$ cat config.mk
export PLATFORM = sky130hd
export DESIGN_NAME = svzs_ram
export DESIGN_NICKNAME = d
export VERILOG_FILES = /design/src/hdl/svzs_ram.sv
export SDC_FILE = /design/constraint.sdc
export NUM_CORES = 2
export LEC_CHECK = 0
export ABC_AREA = 1
export BUFFER_PORTS_ARGS = -buffer_cell sky130_fd_sc_hd__buf_2
export CAP_MARGIN = 20
export CORE_MARGIN = 5
export CORE_UTILIZATION = 40
export CTS_CLUSTER_DIAMETER = 50
export DETAILED_ROUTE_END_ITERATION = 10
export SLEW_MARGIN = 20
export SYNTH_ARGS = -nofsm -noshare
export SYNTH_HDL_FRONTEND = slang
export SYNTH_SLANG_ARGS = --single-unit
export TNS_END_PERCENT = 1
$ cat constraint.sdc
create_clock -name aclk -period 4.9 [get_ports aclk]
set_clock_uncertainty 0.05 [all_clocks]
set_input_delay 0.245 -clock aclk [delete_from_list [all_inputs] [get_ports aclk]]
set_output_delay 0.245 -clock aclk [all_outputs]
set_load 0.03 [all_outputs]
$ cat src/hdl/svzs_ram.sv
// generic single-port-write, single-read ram with registered read
// depends on nothing
module svzs_ram #(
    parameter int WIDTH = 8,
    parameter int DEPTH = 256
) (
    input  logic                     aclk,
    input  logic                     we,
    input  logic [$clog2(DEPTH)-1:0] waddr,
    input  logic [WIDTH-1:0]         wdata,
    input  logic [$clog2(DEPTH)-1:0] raddr,
    output logic [WIDTH-1:0]         rdata
);

    logic [WIDTH-1:0] mem [DEPTH];

    always_ff @(posedge aclk) begin
        if (we) begin
            mem[waddr] <= wdata;
        end
        rdata <= mem[raddr];
    end

endmodule

### Word level (Yosys, flattened, before mapping)

Memories as Yosys holds them, arrays and structs flattened. A register that Yosys moved wholly into a read port is not among the register bits.
Index checks and enable logic that the tools add are counted.

* reductions and logical operators: 0
* eq/ne operators: 0
* shifts and indexed selects: 0
* div/mod/pow operators: 0
* multipliers: 0
* multiplexer cells: 2
* bitwise logic cells: 0
* $add $sub $neg: 0
* $lt $le $gt $ge: 0

Operators with widths (number)
* two-way mux 1 bit: 2

* memories kept: 1
* register bits after elaboration: 0
* memory bits (writable): 2048
* bits in read-only memories: 0
* word-level logic and storage cells: 3
* input port bits: 26
* latch bits: 0

Memory list
* mem: depth 256, width 8, read ports 1, clocked after Yosys merged registers in 1, write ports 1, line 15 `logic [WIDTH-1:0] mem [DEPTH];`

### Depth between registers and ports, before layout

* depth after elaboration: 2
* mapped depth: 15
* gate-level depth less buffers: 11

### Worst setup path after synthesis

No wires, ideal clock.

* kind: input-to-reg
* start point: in we
* end point: mem mem[162][0], enable pin
* buffers on the path: 2
* data required time: 4.480 ns
* cell stages on the path: 4
* slack: 3.114 ns
* setup time: 0.370 ns
* data arrival time: 1.366 ns
* path through: clkbuf_1 nand3_1 clkbuf_1 nor2_1

* longest elaborated chain between the ends: 2

Ends and longest elaborated chain
* start, declared: line 8 `input logic we,`
* two-way mux 1 bit: line 18 `if (we) begin`
* two-way mux 1 bit (not written as such): line 19 `mem[waddr] <= wdata;`
* end, declared: line 15

Every way passes these cells.

==> metrics <==
status complete, no violations; Die Y 467 µm; Hold Crit Class primary input to flop; slowest stage delay, CP 0.65 ns; Setup CP Type primary input to flop; CP Cell Sequence buf_8 > inv_16 > buf_4 > nand2_1 > nand3_1 > nand3_1 > nand3_1 > nand3_1 > nand3_1 > nand3_1 > nand2_1 > nand2_1 > nand2_1; synth warn 0; Arrival @ worst endpoint 3.40 ns; sequential fraction of the synthesis area 73.9%; crit share post-route roughly 54%; Mapped Cells 7003; initial antenna violation count 7; setup violators final 0; Util after Layout between 40% and 50%; Sink Count 2056; syn avg cell area roughly 12 µm²; largest family of logic cells by synthesized area simple AND/OR/NAND/NOR gates; clk root buf clkbuf_16; mux share of post-synthesis cell area 0%; share of layout cells above drive strength 1 under 10%; Final min period around 2.7 ns; core footprint roughly 210000 µm²; xor and xnor area share after synthesis 0%; die area approximately 220000 µm²; Post-Synth Simple-Gate Area a little under a quarter; row cnt between 150 and 200; FMAX 377 MHz; Pwr Density roughly 400 nW/µm²; footprint of the multi-input gates between 15000 and 20000 µm²; top post-synthesis cells by area edfxtp_1 74%, nand3_1 12%, nand2_1 9.6%, buf_2 1.6%, nor2_1 1.3%; Total GRT Usage between 20% and 30%; worst-path fanout max 178; fillers 18800; area leader, netlist edfxtp_1; Adder-Cell Fraction of Synth Area 0%; WL per Instance between 20 and 25 µm; placed insts 9434; #FFs+latches synth just over 2000; CTS Hold Bufs 9; R2R cell count 10; Critical Path Stages 13; drt pass-1 iters 6; RSZ-0062 raised after global routing false; Synth Area in Compound Gates 0%; DRC Markers 0; clk slew on worst S/H paths about 0.060 ns; Crit path buffers/inverters 3; Final GP Congestion between 0.8 and 0.9; Hold Crit Depth 5; post-CTS resize count 0; leak pwr 31.6 nW; hold_ws between 0.08 and 0.09 ns; VDD IR max 0.395 mV; Worst Setup End Kind flop; CTS max path bufs 3; first-pass GRT wire length 345000 µm; cell area after layout ~93000 µm²; library cells used by synthesis 14; Slew Limit Fails 0; io pins 34; largest net degree at the start of global routing approximately 200; vias in the first global route ~52000; post-route setup TNS 0 ns; postcts setup bufs 0; Layout area overhead 11.2%; number of port buffers 33; H-tree level count 4; slew margin rel. 21.5%; Final ANT Viol Nets 0; overall die width around 470 µm; commonest non-fill, non-tap cell in the layout nand2_1; post-synth top area share 73.7%; global route total overflow 0; worst slew pin tran between 1 and 1.5 ns; via count ~54000; initial DRC count approximately 6500; Worst-Skew Late Latency between 0.8 and 0.9 ns; TritonCTS clock tree built; Synth Cell Area ~83000 µm²; delay-heaviest family, CP simple AND/OR/NAND/NOR gates; Register Area just over 60000 µm²; most frequent cells in the layout 2117 x nand2_1, 2048 x edfxtp_1, 2019 x nand3_1, 283 x nor2_1, 218 x clkbuf_16; TritonCTS Buffers between 200 and 250; post-DR vias/cell approximately 5.5; most used cell, CP nand3_1; Req. time, crit path 5.64 ns; initial core utilization roughly two fifths; max cap viols 0; Max stage delay cell, worst path buf_4; Syn Nets 7029; nets@finish slightly below 7000; hpwl dp 128000 µm; Final Non-Filler Cells about 10000; CP Launch Type primary input; post-placement cell area between 80000 and 90000 µm²; Post-Route WL around 230000 µm; final hold violations 0
## Yosys cell counts
library cell,number
buf_2,268
buf_8,1
inv_2,2
nand3_1,2019
edfxtp_1,2048
nand2_1,2123
dfxtp_1,8
clkbuf_1,112
inv_4,1
buf_4,46
nor2_1,283
inv_1,36
buf_6,16
buf_1,40
## sequential cells by signal, summed over array words and instances, names as in the netlist
signal / flops
mem: 2048
rdata: 8
## power by group
group | internal, mW | switching (mW)
clock network | 8.60 | 6.96
registers | 19.4 | 0.0179
logic | 0.505 | 1.73
## cell type report
type                    instances  share of cell area [%]
multi-input cells            4425                    20.7
inverters                      39                   0.194
clock inverters               132                    1.14
flip-flops and latches       2056                    66.5
clock buffers                 272                    6.14
repair buffers                136                    1.59
well taps                    2788                    3.76
diodes                          5                  0.0135
## worst register-to-register path: cells and delay by family (launching register included)
family,cells,cell delay [ns]
DFF,1,0.35
and+or+nand+nor,10,1.56
## cells by family (layout without fill, tap and decap cells)
family / count (synthesis) / in the layout
buf+inv: 522 / 579
simple gates: 4425 / 4425
other cells: 0 / 5
flops: 2056 / 2056
## per-layer routing
| layer | GRT usage [%] | up-vias | part of all wire [%] |
|---|---|---|---|
| met5 | 0 | - | 0.0098 |
| met4 | 7.80 | 4 | 3.7 |
| met3 | 3.66 | 421 | 7.8 |
| met2 | 33.5 | 2293 | 47 |
| met1 | 29.0 | 27000 | 41 |
| li1 | - | 24600 | - |
## worst paths after layout
check,slack (ns),startpoint,endpoint
worst max-delay path,2.25,raddr[0],rdata[3]$_DFF_P_
worst min register to register,0.98,mem[152][1]$_DFFE_PP_,rdata[1]$_DFF_P_
worst max register to register,2.81,mem[239][2]$_DFFE_PP_,rdata[2]$_DFF_P_
worst min-delay path,0.09,raddr[6],rdata[4]$_DFF_P_
## per-stage QoR
step	setup WS (ns)	power, mW
2_1_floorplan	3.11	21.0
4_1_cts	2.41	37.4
3_3_place_gp	1.51	22.0
6_report	2.25	37.2
5_1_grt	2.21	38.3
3_5_place_dp	1.51	22.0
Note: power is estimated with default switching activity, not from simulation.
