<file path="config.mk">
export PLATFORM = sky130hd
export DESIGN_NAME = svzs_proj
export DESIGN_NICKNAME = d
export VERILOG_FILES = /design/src/hdl/svzs_pkg.sv /design/src/hdl/svzs_proj.sv
export SDC_FILE = /design/constraint.sdc
export NUM_CORES = 1
export LEC_CHECK = 0
export ABC_AREA = 0
export BUFFER_PORTS_ARGS = -buffer_cell sky130_fd_sc_hd__buf_2
export CORE_UTILIZATION = 45
export DETAILED_ROUTE_END_ITERATION = 10
export HOLD_SLACK_MARGIN = 0.03
export PLACE_DENSITY = 0.68
export SETUP_SLACK_MARGIN = 0.1
export SLEW_MARGIN = 10
export SYNTH_ARGS = -nofsm -noshare
export SYNTH_HDL_FRONTEND = slang
export SYNTH_SLANG_ARGS = --single-unit
</file>
<file path="constraint.sdc">
create_clock -name aclk -period 8.3 [get_ports aclk]
set_input_delay 0.83 -clock aclk [delete_from_list [all_inputs] [get_ports aclk]]
set_output_delay 0.83 -clock aclk [all_outputs]
set_load 0.01 [all_outputs]
</file>
<file path="src/hdl/svzs_pkg.sv">
// package for the surface voxel z-buffer splat block
// holds widths, register indexes, reset values and fixed-point helpers
// no dependencies
package svzs_pkg;

    localparam int IMG_W_DEF     = 256;
    localparam int IMG_H_DEF     = 256;
    localparam int VOL_MAX_DEF   = 256;
    localparam int MAX_SPLAT_DEF = 8;

    localparam int COORD_W = 9;
    localparam int DEPTH_W = 24;
    localparam int PIX_W   = 8;
    localparam int CFG_IDX_W  = 3;
    localparam int CFG_DATA_W = 64;

    // register indexes
    localparam logic [CFG_IDX_W-1:0] REG_ROW_X     = 3'd0;
    localparam logic [CFG_IDX_W-1:0] REG_ROW_Y     = 3'd1;
    localparam logic [CFG_IDX_W-1:0] REG_ROW_DEPTH = 3'd2;
    localparam logic [CFG_IDX_W-1:0] REG_THRESHOLD = 3'd3;
    localparam logic [CFG_IDX_W-1:0] REG_SPLAT_W   = 3'd4;
    localparam logic [CFG_IDX_W-1:0] REG_SPLAT_H   = 3'd5;

    localparam logic [63:0] ROW_X_RST     = 64'd4096;
    localparam logic [63:0] ROW_Y_RST     = 64'd268435456;
    localparam logic [63:0] ROW_DEPTH_RST = 64'd17592186044416;
    localparam logic [7:0]  THRESH_RST    = 8'd128;
    localparam logic [15:0] SPLAT_RST     = 16'd4137;

    localparam logic signed [DEPTH_W-1:0] EMPTY_DEPTH = 24'sd262144;

    // command codes
    localparam logic CMD_SPLAT = 1'b0;
    localparam logic CMD_READ  = 1'b1;

    // stored pixel word
    typedef struct packed {
        logic signed [DEPTH_W-1:0] depth;
        logic [COORD_W-1:0]        hx;
        logic [COORD_W-1:0]        hy;
        logic [COORD_W-1:0]        hz;
    } pix_t;

    localparam int PIX_BITS = DEPTH_W + 3*COORD_W;

    // round half away from zero, dropping 12 fractional bits of a 40-bit value
    function automatic logic signed [27:0] round12(input logic signed [39:0] v);
        logic signed [39:0] a;
        logic        [39:0] m;
        begin
            a = v[39] ? -v : v;
            m = (a + 40'sd2048) >>> 12;
            round12 = v[39] ? -m[27:0] : m[27:0];
        end
    endfunction

endpackage

</file>
<file path="src/hdl/svzs_proj.sv">
// projection unit: one row evaluated per pass through a shared multiplier
// depends on svzs_pkg
module svzs_proj (
    input  logic                        aclk,
    input  logic                        aresetn,
    input  logic                        start,
    input  logic [63:0]                 row_x,
    input  logic [63:0]                 row_y,
    input  logic [63:0]                 row_d,
    input  logic [svzs_pkg::COORD_W-1:0] vx,
    input  logic [svzs_pkg::COORD_W-1:0] vy,
    input  logic [svzs_pkg::COORD_W-1:0] vz,
    output logic                        done,
    output logic signed [39:0]          px,
    output logic signed [39:0]          py,
    output logic signed [39:0]          pd
);

    // step counter: row in bits [3:2], term in bits [1:0]
    logic [3:0]  step_reg, step_next;
    logic        busy_reg, busy_next;
    logic signed [39:0] acc_reg, acc_next;
    logic signed [26:0] prod_reg;
    logic               prod_vld_reg;
    logic [1:0]         prod_term_reg;
    logic [1:0]         prod_row_reg;
    logic [63:0]        row_sel;
    logic signed [15:0] coef;
    logic signed [10:0] mul_b;
    logic               done_reg;
    logic signed [39:0] px_reg, py_reg, pd_reg;

    always_comb begin
        case (step_reg[3:2])
            2'd0:    row_sel = row_x;
            2'd1:    row_sel = row_y;
            default: row_sel = row_d;
        endcase
        case (step_reg[1:0])
            2'd0:    begin coef = row_sel[15:0];  mul_b = {2'b00, vx}; end
            2'd1:    begin coef = row_sel[31:16]; mul_b = {2'b00, vy}; end
            2'd2:    begin coef = row_sel[47:32]; mul_b = {2'b00, vz}; end
            default: begin coef = row_sel[63:48]; mul_b = 11'sd256; end
        endcase
    end

    // sequencer over 3 rows x 4 terms
    always_comb begin
        busy_next = busy_reg;
        step_next = step_reg;
        if (start) begin
            busy_next = 1'b1;
            step_next = '0;
        end else if (busy_reg) begin
            if (step_reg == 4'd11) begin
                busy_next = 1'b0;
            end else if (step_reg[1:0] == 2'd3) begin
                step_next = step_reg + 4'd1;
            end else begin
                step_next = step_reg + 4'd1;
            end
        end
    end

    // accumulate registered products
    always_comb begin
        acc_next = acc_reg;
        if (prod_vld_reg) begin
            acc_next = (prod_term_reg == 2'd0) ? 40'(prod_reg) : acc_reg + 40'(prod_reg);
        end
    end

    always_ff @(posedge aclk) begin
        if (!aresetn) begin
            busy_reg     <= 1'b0;
            step_reg     <= '0;
            prod_vld_reg <= 1'b0;
            done_reg     <= 1'b0;
        end else begin
            busy_reg     <= busy_next;
            step_reg     <= step_next;
            prod_vld_reg <= busy_reg;
            done_reg     <= prod_vld_reg && prod_row_reg == 2'd2 && prod_term_reg == 2'd3;
        end
    end

    always_ff @(posedge aclk) begin
        prod_reg      <= coef * mul_b;
        prod_term_reg <= step_reg[1:0];
        prod_row_reg  <= step_reg[3:2];
        acc_reg       <= acc_next;
        if (prod_vld_reg && prod_term_reg == 2'd3) begin
            case (prod_row_reg)
                2'd0:    px_reg <= acc_next - 40'sd4096;
                2'd1:    py_reg <= acc_next - 40'sd4096;
                default: pd_reg <= acc_next;
            endcase
        end
    end

    assign done = done_reg;
    assign px   = px_reg;
    assign py   = py_reg;
    assign pd   = pd_reg;

    // done marks the end of the third row
    a_done_after_row: assert property (@(posedge aclk) disable iff (!aresetn)
        done_reg |-> $past(prod_vld_reg)) else $error("done without product");
    a_no_restart: assert property (@(posedge aclk) disable iff (!aresetn)
        start |-> !busy_reg) else $error("projection restarted while busy");
    a_step_range: assert property (@(posedge aclk) disable iff (!aresetn)
        busy_reg |-> step_reg <= 4'd11) else $error("step out of range");

endmodule

</file>
== Yosys cells after proc, flatten, opt, wreduce, memory -nomap -nowiden ==
Cells that the tools add are included.
Widths: inputs -> output; s select.

* Bits in registers: 197
* Bits of input ports: 222
* Memory bits (read-only): 0
* RAM bits: 0
* Output and inout bits: 121
* Latch bits: 0
* Memories kept: 0

* Equality and inequality tests: 7
* Shift-type cells: 0
* Bitwise operators: 3
* Reductions and logical operators: 13
* Add/sub/neg operators: 3
* Multiply operators: 1
* Muxes and demuxes: 8
* $lt $le $gt $ge: 0
* Divide/modulo/power cells: 0

{| class="wikitable"
|+ Operator list
! kind !! count
|-
| $pmux 64 s2 || 1
|-
| $mux 40 || 2
|-
| $pmux 16 s3 || 1
|-
| $add 40x26->40 || 1
|-
| $sub 40x14->40 const B || 1
|-
| $pmux 9 s3 || 1
|-
| $mul 16x10->26 || 1
|-
| $logic_not 2->1 || 4
|-
| $reduce_and 2->1 || 4
|-
| $eq 2x1->1 const B || 3
|-
| $eq 2x2->1 const B || 3
|-
| $add 4x1->4 const B || 1
|-
| $eq 4x4->1 const B || 1
|-
| $reduce_or 2->1 || 2
|-
| $logic_and 1x1->1 || 3
|-
| $mux 1 || 3
|-
| $not 1->1 || 3
|}

== Longest topological paths before layout ==
Gate-level depths: netlist of the first run.

* Depth after elaboration: 4
* Depth in mapped cells: 30

== Worst setup path after synthesis of the first run ==
No wires, ideal clock.

* Path kind: reg-to-reg
* Start point: register step_reg[2]
* End point: register prod_reg[25] (netlist name)
* Buffers on the path: 5
* Slack: 0.825 ns
* Cell stages (with the launch flop): 28
* Arrival time: 7.402 ns
* Setup time: 0.072 ns
* Cell sequence: dfxtp_1 > clkbuf_1 > clkbuf_1 > clkbuf_1 > clkbuf_1 > buf_1 > mux2i_1 > o21ai_0 > nand2_1 > a21oi_1 > ha_1 > inv_1 > fa_1 > inv_1 > fa_1 > fa_1 > fa_1 > ha_1 > a21oi_1 > inv_1 > a21oi_1 > o21ai_0 > o31a_1 > a221o_1 > o41ai_1 > o2111ai_1 > a21oi_1 > xnor2_1

* Word-level cells in the longest chain between the ends: 4

{| class="wikitable"
|+ RTL lines
! item !! RTL line !! RTL
|-
| start: declaration || svzs_proj.sv:20 || <nowiki>logic [3:0] step_reg, step_next;</nowiki>
|-
| start signal: assignment || svzs_proj.sv:81 || <nowiki>step_reg <= step_next;</nowiki>
|-
| $eq 2x1->1 / $logic_not 2->1 (equally long branches) || svzs_proj.sv:34 || <nowiki>case (step_reg[3:2])</nowiki>
|-
| $pmux 64 s2 (*) || svzs_proj.sv:34 ||
|-
| $pmux 16 s3 (*) || svzs_proj.sv:39 || <nowiki>case (step_reg[1:0])</nowiki>
|-
| $mul 16x10->26 (*) || svzs_proj.sv:88 || <nowiki>prod_reg <= coef * mul_b;</nowiki>
|}

Mark *: on every way between the ends. The rest lies on a longest branch, timed or not.
A chain may end at the register's enable or synchronous reset.

== Worst setup path in the final report of the first run ==
* Start point: register step_reg[0]
* End point: register prod_reg[25] (netlist name)

* Word-level cells in the longest chain between the ends: 3

{| class="wikitable"
|+ RTL lines
! item !! RTL line
|-
| $eq 2x2->1, or another cell as far along || svzs_proj.sv:39
|-
| $pmux 16 s3 / $pmux 9 s3 (equally long branches) || svzs_proj.sv:39
|-
| $mul 16x10->26 (*) || svzs_proj.sv:88
|}

Marks and branches as above.

==> results of run 1 <==
-- routing by layer --
layer  vias up  track usage [%]
met5         -                0
met4         0             10.2
met3        63             2.23
met2       430             43.4
met1      6283             32.1
li1       6461                -
-- worst register-to-register path, delay by kind of cell, from the launching register on --
kind | cells | cell delay (ns)
adders and majority gates | 7 | 3.56
AOI/OAI and AO/OA | 9 | 2.63
DFF | 1 | 0.46
and+or+nand+nor | 2 | 0.34
buffers and inverters | 6 | 0.30
xor gates and xnor gates | 1 | 0.13
-- Yosys cell counts, drive strengths merged, types with 3 or more instances --
master / instances / area [um2]
nand2: 222 / 833
ha: 101 / 1260
and2: 24 / 153
nand2b: 23 / 144
nand3: 31 / 155
or3: 7 / 46.3
o211ai: 13 / 103
a211oi: 13 / 103
xor2: 26 / 228
o31a: 3 / 26.3
o2111ai: 4 / 35.0
a21boi: 3 / 22.5
nand4: 7 / 43.8
and3: 16 / 113
o221ai: 3 / 26.3
dfxtp: 77 / 1540
a22oi: 18 / 135
or2: 8 / 50.1
inv: 189 / 709
edfxtp: 120 / 3600
xnor2: 52 / 455
nor2: 105 / 399
a21o: 33 / 253
a21oi: 111 / 559
o41ai: 3 / 26.3
o21bai: 7 / 52.6
a221oi: 4 / 41.3
nor2b: 8 / 50.1
o21ai: 103 / 519
clkbuf: 57 / 245
and4: 3 / 28.8
mux2: 7 / 78.8
o21a: 9 / 67.6
a221o: 5 / 52.6
mux2i: 70 / 701
buf: 9 / 65.1
a31oi: 14 / 118
fa: 123 / 2460
a31o: 4 / 35.0
nor3: 27 / 135
nand4b: 4 / 41.3
-- cell usage in the layout (no fill, tap or decap), types with 4 or more instances in the layout --
cell type  instances
or2_2              8
and2_1            22
nand3_1           31
and3_1            12
a31o_2             4
inv_1            189
o21bai_1           7
nor3_1            26
nand4_1            7
inv_6              7
nor2b_1            8
o211ai_1          12
or3_1              5
ha_1              99
edfxtp_1         120
a21o_2             4
a22oi_1           18
mux2_2             7
o21a_1             9
buf_4             22
a21oi_1          110
clkbuf_16         17
a31oi_1           12
xnor2_1           52
o21ai_0          101
xor2_1            26
mux2i_1           70
o2111ai_1          4
nand2_1          222
buf_2            342
fa_1             123
dfxtp_1           75
a21o_1            29
nand2b_1          23
a211oi_1          11
nor2_1           101
-- stage by stage --
step                hold slack [ns]  power (uW)  instance area [um2]  cells  worst slack [ns]
finish                        0.441        7200                18800   2484             0.785
CTS                           0.441        7220                18800   2483             0.632
floorplan                     0.329        5390                16000   1697             0.825
global route                  0.468        7980                18800   2484             0.232
global placement              0.421        6280                18200   2451             0.791
detailed placement            0.430        6400                18200   2451             0.682
-- path summary, 6_finish.rpt --
| path | startpoint | endpoint | depth (start not counted) |
|---|---|---|---|
| hold reg to reg | step_reg[1] | prod_term_reg[1] | 0 |
| hold / removal | step_reg[1] | prod_term_reg[1] | 0 |
| setup reg to reg | step_reg[0] | prod_reg[25] | 25 |
| setup / recovery | step_reg[0] | prod_reg[25] | 25 |
-- cell type report --
| type | instances | area share (%) |
|---|---|---|
| Antenna cell | 1 | 0.0133 |
| Clock buffer | 19 | 2.31 |
| Clock inverter | 13 | 0.693 |
| Inverter | 190 | 3.80 |
| Multi-Input combinational cell | 1244 | 52.6 |
| Sequential cell | 197 | 27.4 |
| Tap cell | 455 | 3.03 |
| Timing Repair Buffer | 365 | 10.1 |
-- what timing repair did --
| action | CTS | global route |
|---|---|---|
| hold buffers | 0 | 0 |
| gates resized for setup | 0 | 1 |
| endpoints found under the setup margin | 0 | 1 |
-- power breakdown --
| part | internal (uW) | switching [uW] |
|---|---|---|
| clock network | 399 | 387 |
| logic | 2130 | 2830 |
| registers | 1330 | 123 |
-- cell families after synthesis --
kind of cell	count (synthesis)	synth area share [%]
xor+xnor	78	4.27
flops	197	32.1
mux	77	4.87
simple gates	496	14.3
buf+inv	256	6.39
fa+ha+maj	224	23.3
compound gates	369	14.8
==> metrics.txt, run 1 <==
crit path capture type=flop; RSZ-0062 raised after global routing=no; Distinct cells, synth=91; grt ovf=0; Max stage delay on crit path=about 0.82 ns; Post-synth EDFFs=120; status=finished clean; critical path class=reg -> reg; final WL=44.6 mm; crit path max fanout=25; clock buffer depth=2; minimum clock period=approximately 7.5 ns; pin count of the biggest net entering global routing=a little under 90; initial core utilization=46.0%; DPL Wire Length=around 36 mm; core box area=34800 um2; period utilization=90.5%; Mapped Nets=approximately 2100; Setup crit start kind=flop; met1 WL=roughly 19 mm; DR top layer=met4; share of cells above drive strength 1=between 20% and 30%; Worst Path Arrival=7.89 ns; most frequent CP cell=inv_1; Final setup viols=0; die width=around 190 um; Setup Fix Bufs, Post-CTS=0; clk_skew=0.0191 ns; vias per cell=approximately 5.3; Clock Sinks=between 150 and 200; YS warnings=0; Die Ht=approximately 190 um; post-synthesis register bit count=197; nets=between 2000 and 2500; Worst-Skew Late Latency=about 0.45 ns; first-pass GRT wire length=a little over 70 mm; CTS Root Cell=clkbuf_16; via count=about 13000; IO Port Bufs=around 340; mean routed wirelength per cell=around 18 um; met3 WL=1.81 mm; final max-slew violation count=0; die area=between 30000 and 40000 um2; CP delay by family, top=adder cells; # fillers=about 3300; router iterations before antenna repair=5; CTS tree=built; Top Ports=approximately 340; final hold vios=0; Core Util, Final=~54%; Setup TNS=0 ns; syn_area_per_cell=9.44 um2; # DRC=0; CP max stage cell=ha_1; total track usage=roughly a quarter; Slew HR=33.3%; initial antenna violation count=1; fmax=around 130 MHz; Reg area=~5200 um2; register area share after synthesis=32.1%; Reg2Reg Setup Slack=0.78 ns; worst vdd ir=about 0.25 mV; GPL Wtd Cong=around 1.0; row cnt=just under 70; H-tree depth=4; area grow syn2layout=17.2%; Max Cap Viol=0; Multi-input gate area=9880 um2; hold crit path type=reg -> reg; vias in the first global route=13200; ANT nets after route=0; clock transition at the registers of the reported paths=~0.080 ns; ys flop type=edfxtp_1; area of the mapped netlist=roughly 16000 um2; Async SR Flop Fraction=0%; number of CTS-inserted buffers=17; worst path bufs/invs=6; met2 WL=between 20 and 25 mm; Iteration-0 DRC Markers=609; PwrDens=between 300 and 400 nW/um2; Slew @ Worst Pin=~1.0 ns; CP required=~8.7 ns; leakage=0.00845 uW; cells after synthesis=around 1700
Note: power is estimated with default switching activity, not from simulation.
==> run 2: changes to the inputs <==
--- a/config.mk
+++ b/config.mk
@@ -8,6 +8,7 @@
 export ABC_AREA = 0
 export BUFFER_PORTS_ARGS = -buffer_cell sky130_fd_sc_hd__buf_2
 export CORE_UTILIZATION = 45
+export CTS_BUF_LIST = sky130_fd_sc_hd__clkbuf_16
 export DETAILED_ROUTE_END_ITERATION = 10
 export HOLD_SLACK_MARGIN = 0.03
 export PLACE_DENSITY = 0.68
==> constraint.sdc (replaced) <==
create_clock -name aclk -period 8.2 [get_ports aclk]
set_input_delay 0.82 -clock aclk [delete_from_list [all_inputs] [get_ports aclk]]
set_output_delay 0.82 -clock aclk [all_outputs]
set_load 0.01 [all_outputs]
==> metrics.txt, run 2 (synthesis results as in run 1) <==
status=finished clean; first-pass GRT wire length=69.8 mm (-1.5%); met2 usage=42.7% (-0.70 points); setup slack after layout=0.661 ns (-0.124 ns); Final setup viols=0 (unchanged); initial antenna violation count=1 (unchanged); nets=2462 (+0.041%); CP max stage cell=ha_1; grt ovf=0 (unchanged); final max-slew violation count=0 (unchanged); RSZ-0062 raised after global routing=no; CP required=8.58 ns (-0.09 ns); IO Port Bufs=342 (unchanged); Slew HR=36.9% (+3.6 points); core box area=34800 um2 (unchanged); most frequent cells in the layout=buf_2 (342), nand2_1 (222), inv_1 (189); GR peak layer=met2; Worst-Skew Late Latency=0.46 ns (about the same); RR Endpoint=prod_reg[25]; Setup TNS=0 ns (unchanged); mean routed wirelength per cell=17.8 um (-1.1%); critical path class=reg -> reg; number of CTS-inserted buffers=17 (unchanged); GPL Wtd Cong=1.07 (+5.5%); Top Ports=343 (unchanged); router iterations before antenna repair=7 (+2); period utilization=91.9% (+1.4 points); share of cells above drive strength 1=22.5% (about the same); hold path startpoint=step_reg[1]; worst path bufs/invs=7 (+1); M1 GR Usage=31.3% (-0.77 points); clock buffer depth=2 (unchanged); most frequent CP cell=inv_1; Iteration-0 DRC Markers=785 (+29%); Hold Buf Count CTS=0 (unchanged); CP delay by family, top=adder cells; die width=191 um (unchanged); Max Cap Viol=0 (unchanged); total power=7310 uW (+1.5%); via count=13200 (-0.22%); post-CTS resize count=0 (unchanged); H-tree depth=4 (unchanged); Slew @ Worst Pin=0.946 ns (-0.0543 ns); leakage=0.00846 uW (+0.14%); DPL Wire Length=36.3 mm (-0.14%); CP startpoint=step_reg[0]; ANT nets after route=0 (unchanged); Crit path depth=27 (+8.0%); die area=36300 um2 (unchanged); Worst Path Arrival=7.92 ns (+0.03 ns); R2R depth=27 (+8.0%); clk_skew=0.0351 ns (+0.0160 ns); capture point of the worst path=prod_reg[25]; PwrDens=389 nW/um2 (+1.4%); # DRC=0 (unchanged); CTS tree=built; area grow syn2layout=17.3% (about the same); final hold vios=0 (unchanged); Die Ht=191 um (unchanged); Setup crit start kind=flop; fmax=133 MHz (-0.31%); row cnt=68 (unchanged); dpl ws=0.666 ns (-0.0156 ns); pin count of the biggest net entering global routing=81 (-8.0%); most common cell after layout, fill and taps aside=buf_2; crit path max fanout=22 (-12%); Setup Fix Bufs, Post-CTS=0 (unchanged); hold crit path type=reg -> reg; met3 usage=2.39% (+0.17 points); final WL=44.2 mm (-1.1%); R2R Path Start=step_reg[0]; CTS Root Cell=clkbuf_16; initial core utilization=46.0% (unchanged); minimum clock period=7.54 ns (+0.0237 ns); crit path capture type=flop; Hold Crit Depth=0 (unchanged); vias per cell=5.32 (-0.26%); Clock Sinks=197 (unchanged); total track usage=24.7% (-0.34 points); vias in the first global route=13300 (+0.34%); worst vdd ir=0.264 mV (+6.1%); clock transition at the registers of the reported paths=0.08 ns (about the same); Reg2Reg Setup Slack=0.66 ns (-0.12 ns); Max stage delay on crit path=0.73 ns (-0.09 ns)
-- run 2: cell types whose count changed in the layout (fill, tap and decap cells not counted) --
| cell | delta |
|---|---|
| buf_4 | +1 |
| clkbuf_1 | -2 |
| clkinv_1 | +2 |
| clkinv_4 | -1 |
| clkinvlp_2 | -1 |
| clkinvlp_4 | +1 |
| ha_1 | +1 |
| ha_2 | -1 |
| inv_6 | -2 |
| inv_8 | +3 |
-- run 2: final cells by class --
type / instances / area [um2]
antenna: 1 / 2.50
clock buffer: 17 / 425
timing repair buffer: 366 / 1900
clock inverter: 15 / 148
multi-input combinational: 1244 / 9870
tap: 455 / 569
sequential: 197 / 5150
inverter: 190 / 713
fill: 3229 / 16000
-- run 2: metrics by stage --
stage | util (%) | area [um2] | hold slack (ns) | cells
floorplan | - | 16000 | 0.329 | 1697
global placement | 52.3 | 18200 | 0.417 | 2452
detailed placement | 52.3 | 18200 | 0.433 | 2452
CTS | 54.0 | 18800 | 0.444 | 2484
global route | 54.0 | 18800 | 0.464 | 2485
finish | 54.0 | 18800 | 0.444 | 2485
-- run 2: power breakdown --
group          total, uW  switching [uW]  internal, uW
Combinational       5030            2880          2150
Sequential          1470             125          1350
Clock                804             398           406
-- run 2: per-layer routing --
metal,share of wire (%),vias up,wire length [um]
li1,-,6454,-
met1,44,6238,19300
met2,48,455,21400
met3,4.2,61,1850
met4,3.7,0,1640
met5,0,-,0
-- run 2: worst min-delay path by stage --
| stage | to |
|---|---|
| 2_1_floorplan | prod_row_reg[0] |
| 3_3_place_gp | prod_term_reg[1] |
| 3_5_place_dp | prod_term_reg[1] |
| 4_1_cts | prod_term_reg[1] |
| 5_1_grt | prod_term_reg[1] |
| 6_report | prod_term_reg[1] |
-- run 2: worst reg2reg max path, cell delays in order (launching register included) --
cell and delay (ns):
dfxtp_1 0.38, inv_1 0.10, ha_1 0.73, a22oi_1 0.23, and2_1 0.26, nor2_1 0.39
nand2_1 0.13, fa_1 0.50, inv_1 0.05, fa_1 0.50, inv_1 0.05, fa_1 0.47
inv_1 0.05, fa_1 0.53, inv_1 0.05, fa_1 0.52, inv_1 0.04, ha_1 0.20
a21oi_1 0.16, inv_1 0.06, a21oi_1 0.12, o21ai_0 0.18, o31a_1 0.32, a221o_1 0.35
o41ai_1 0.55, o2111ai_1 0.21, a21oi_1 0.21, xnor2_1 0.13
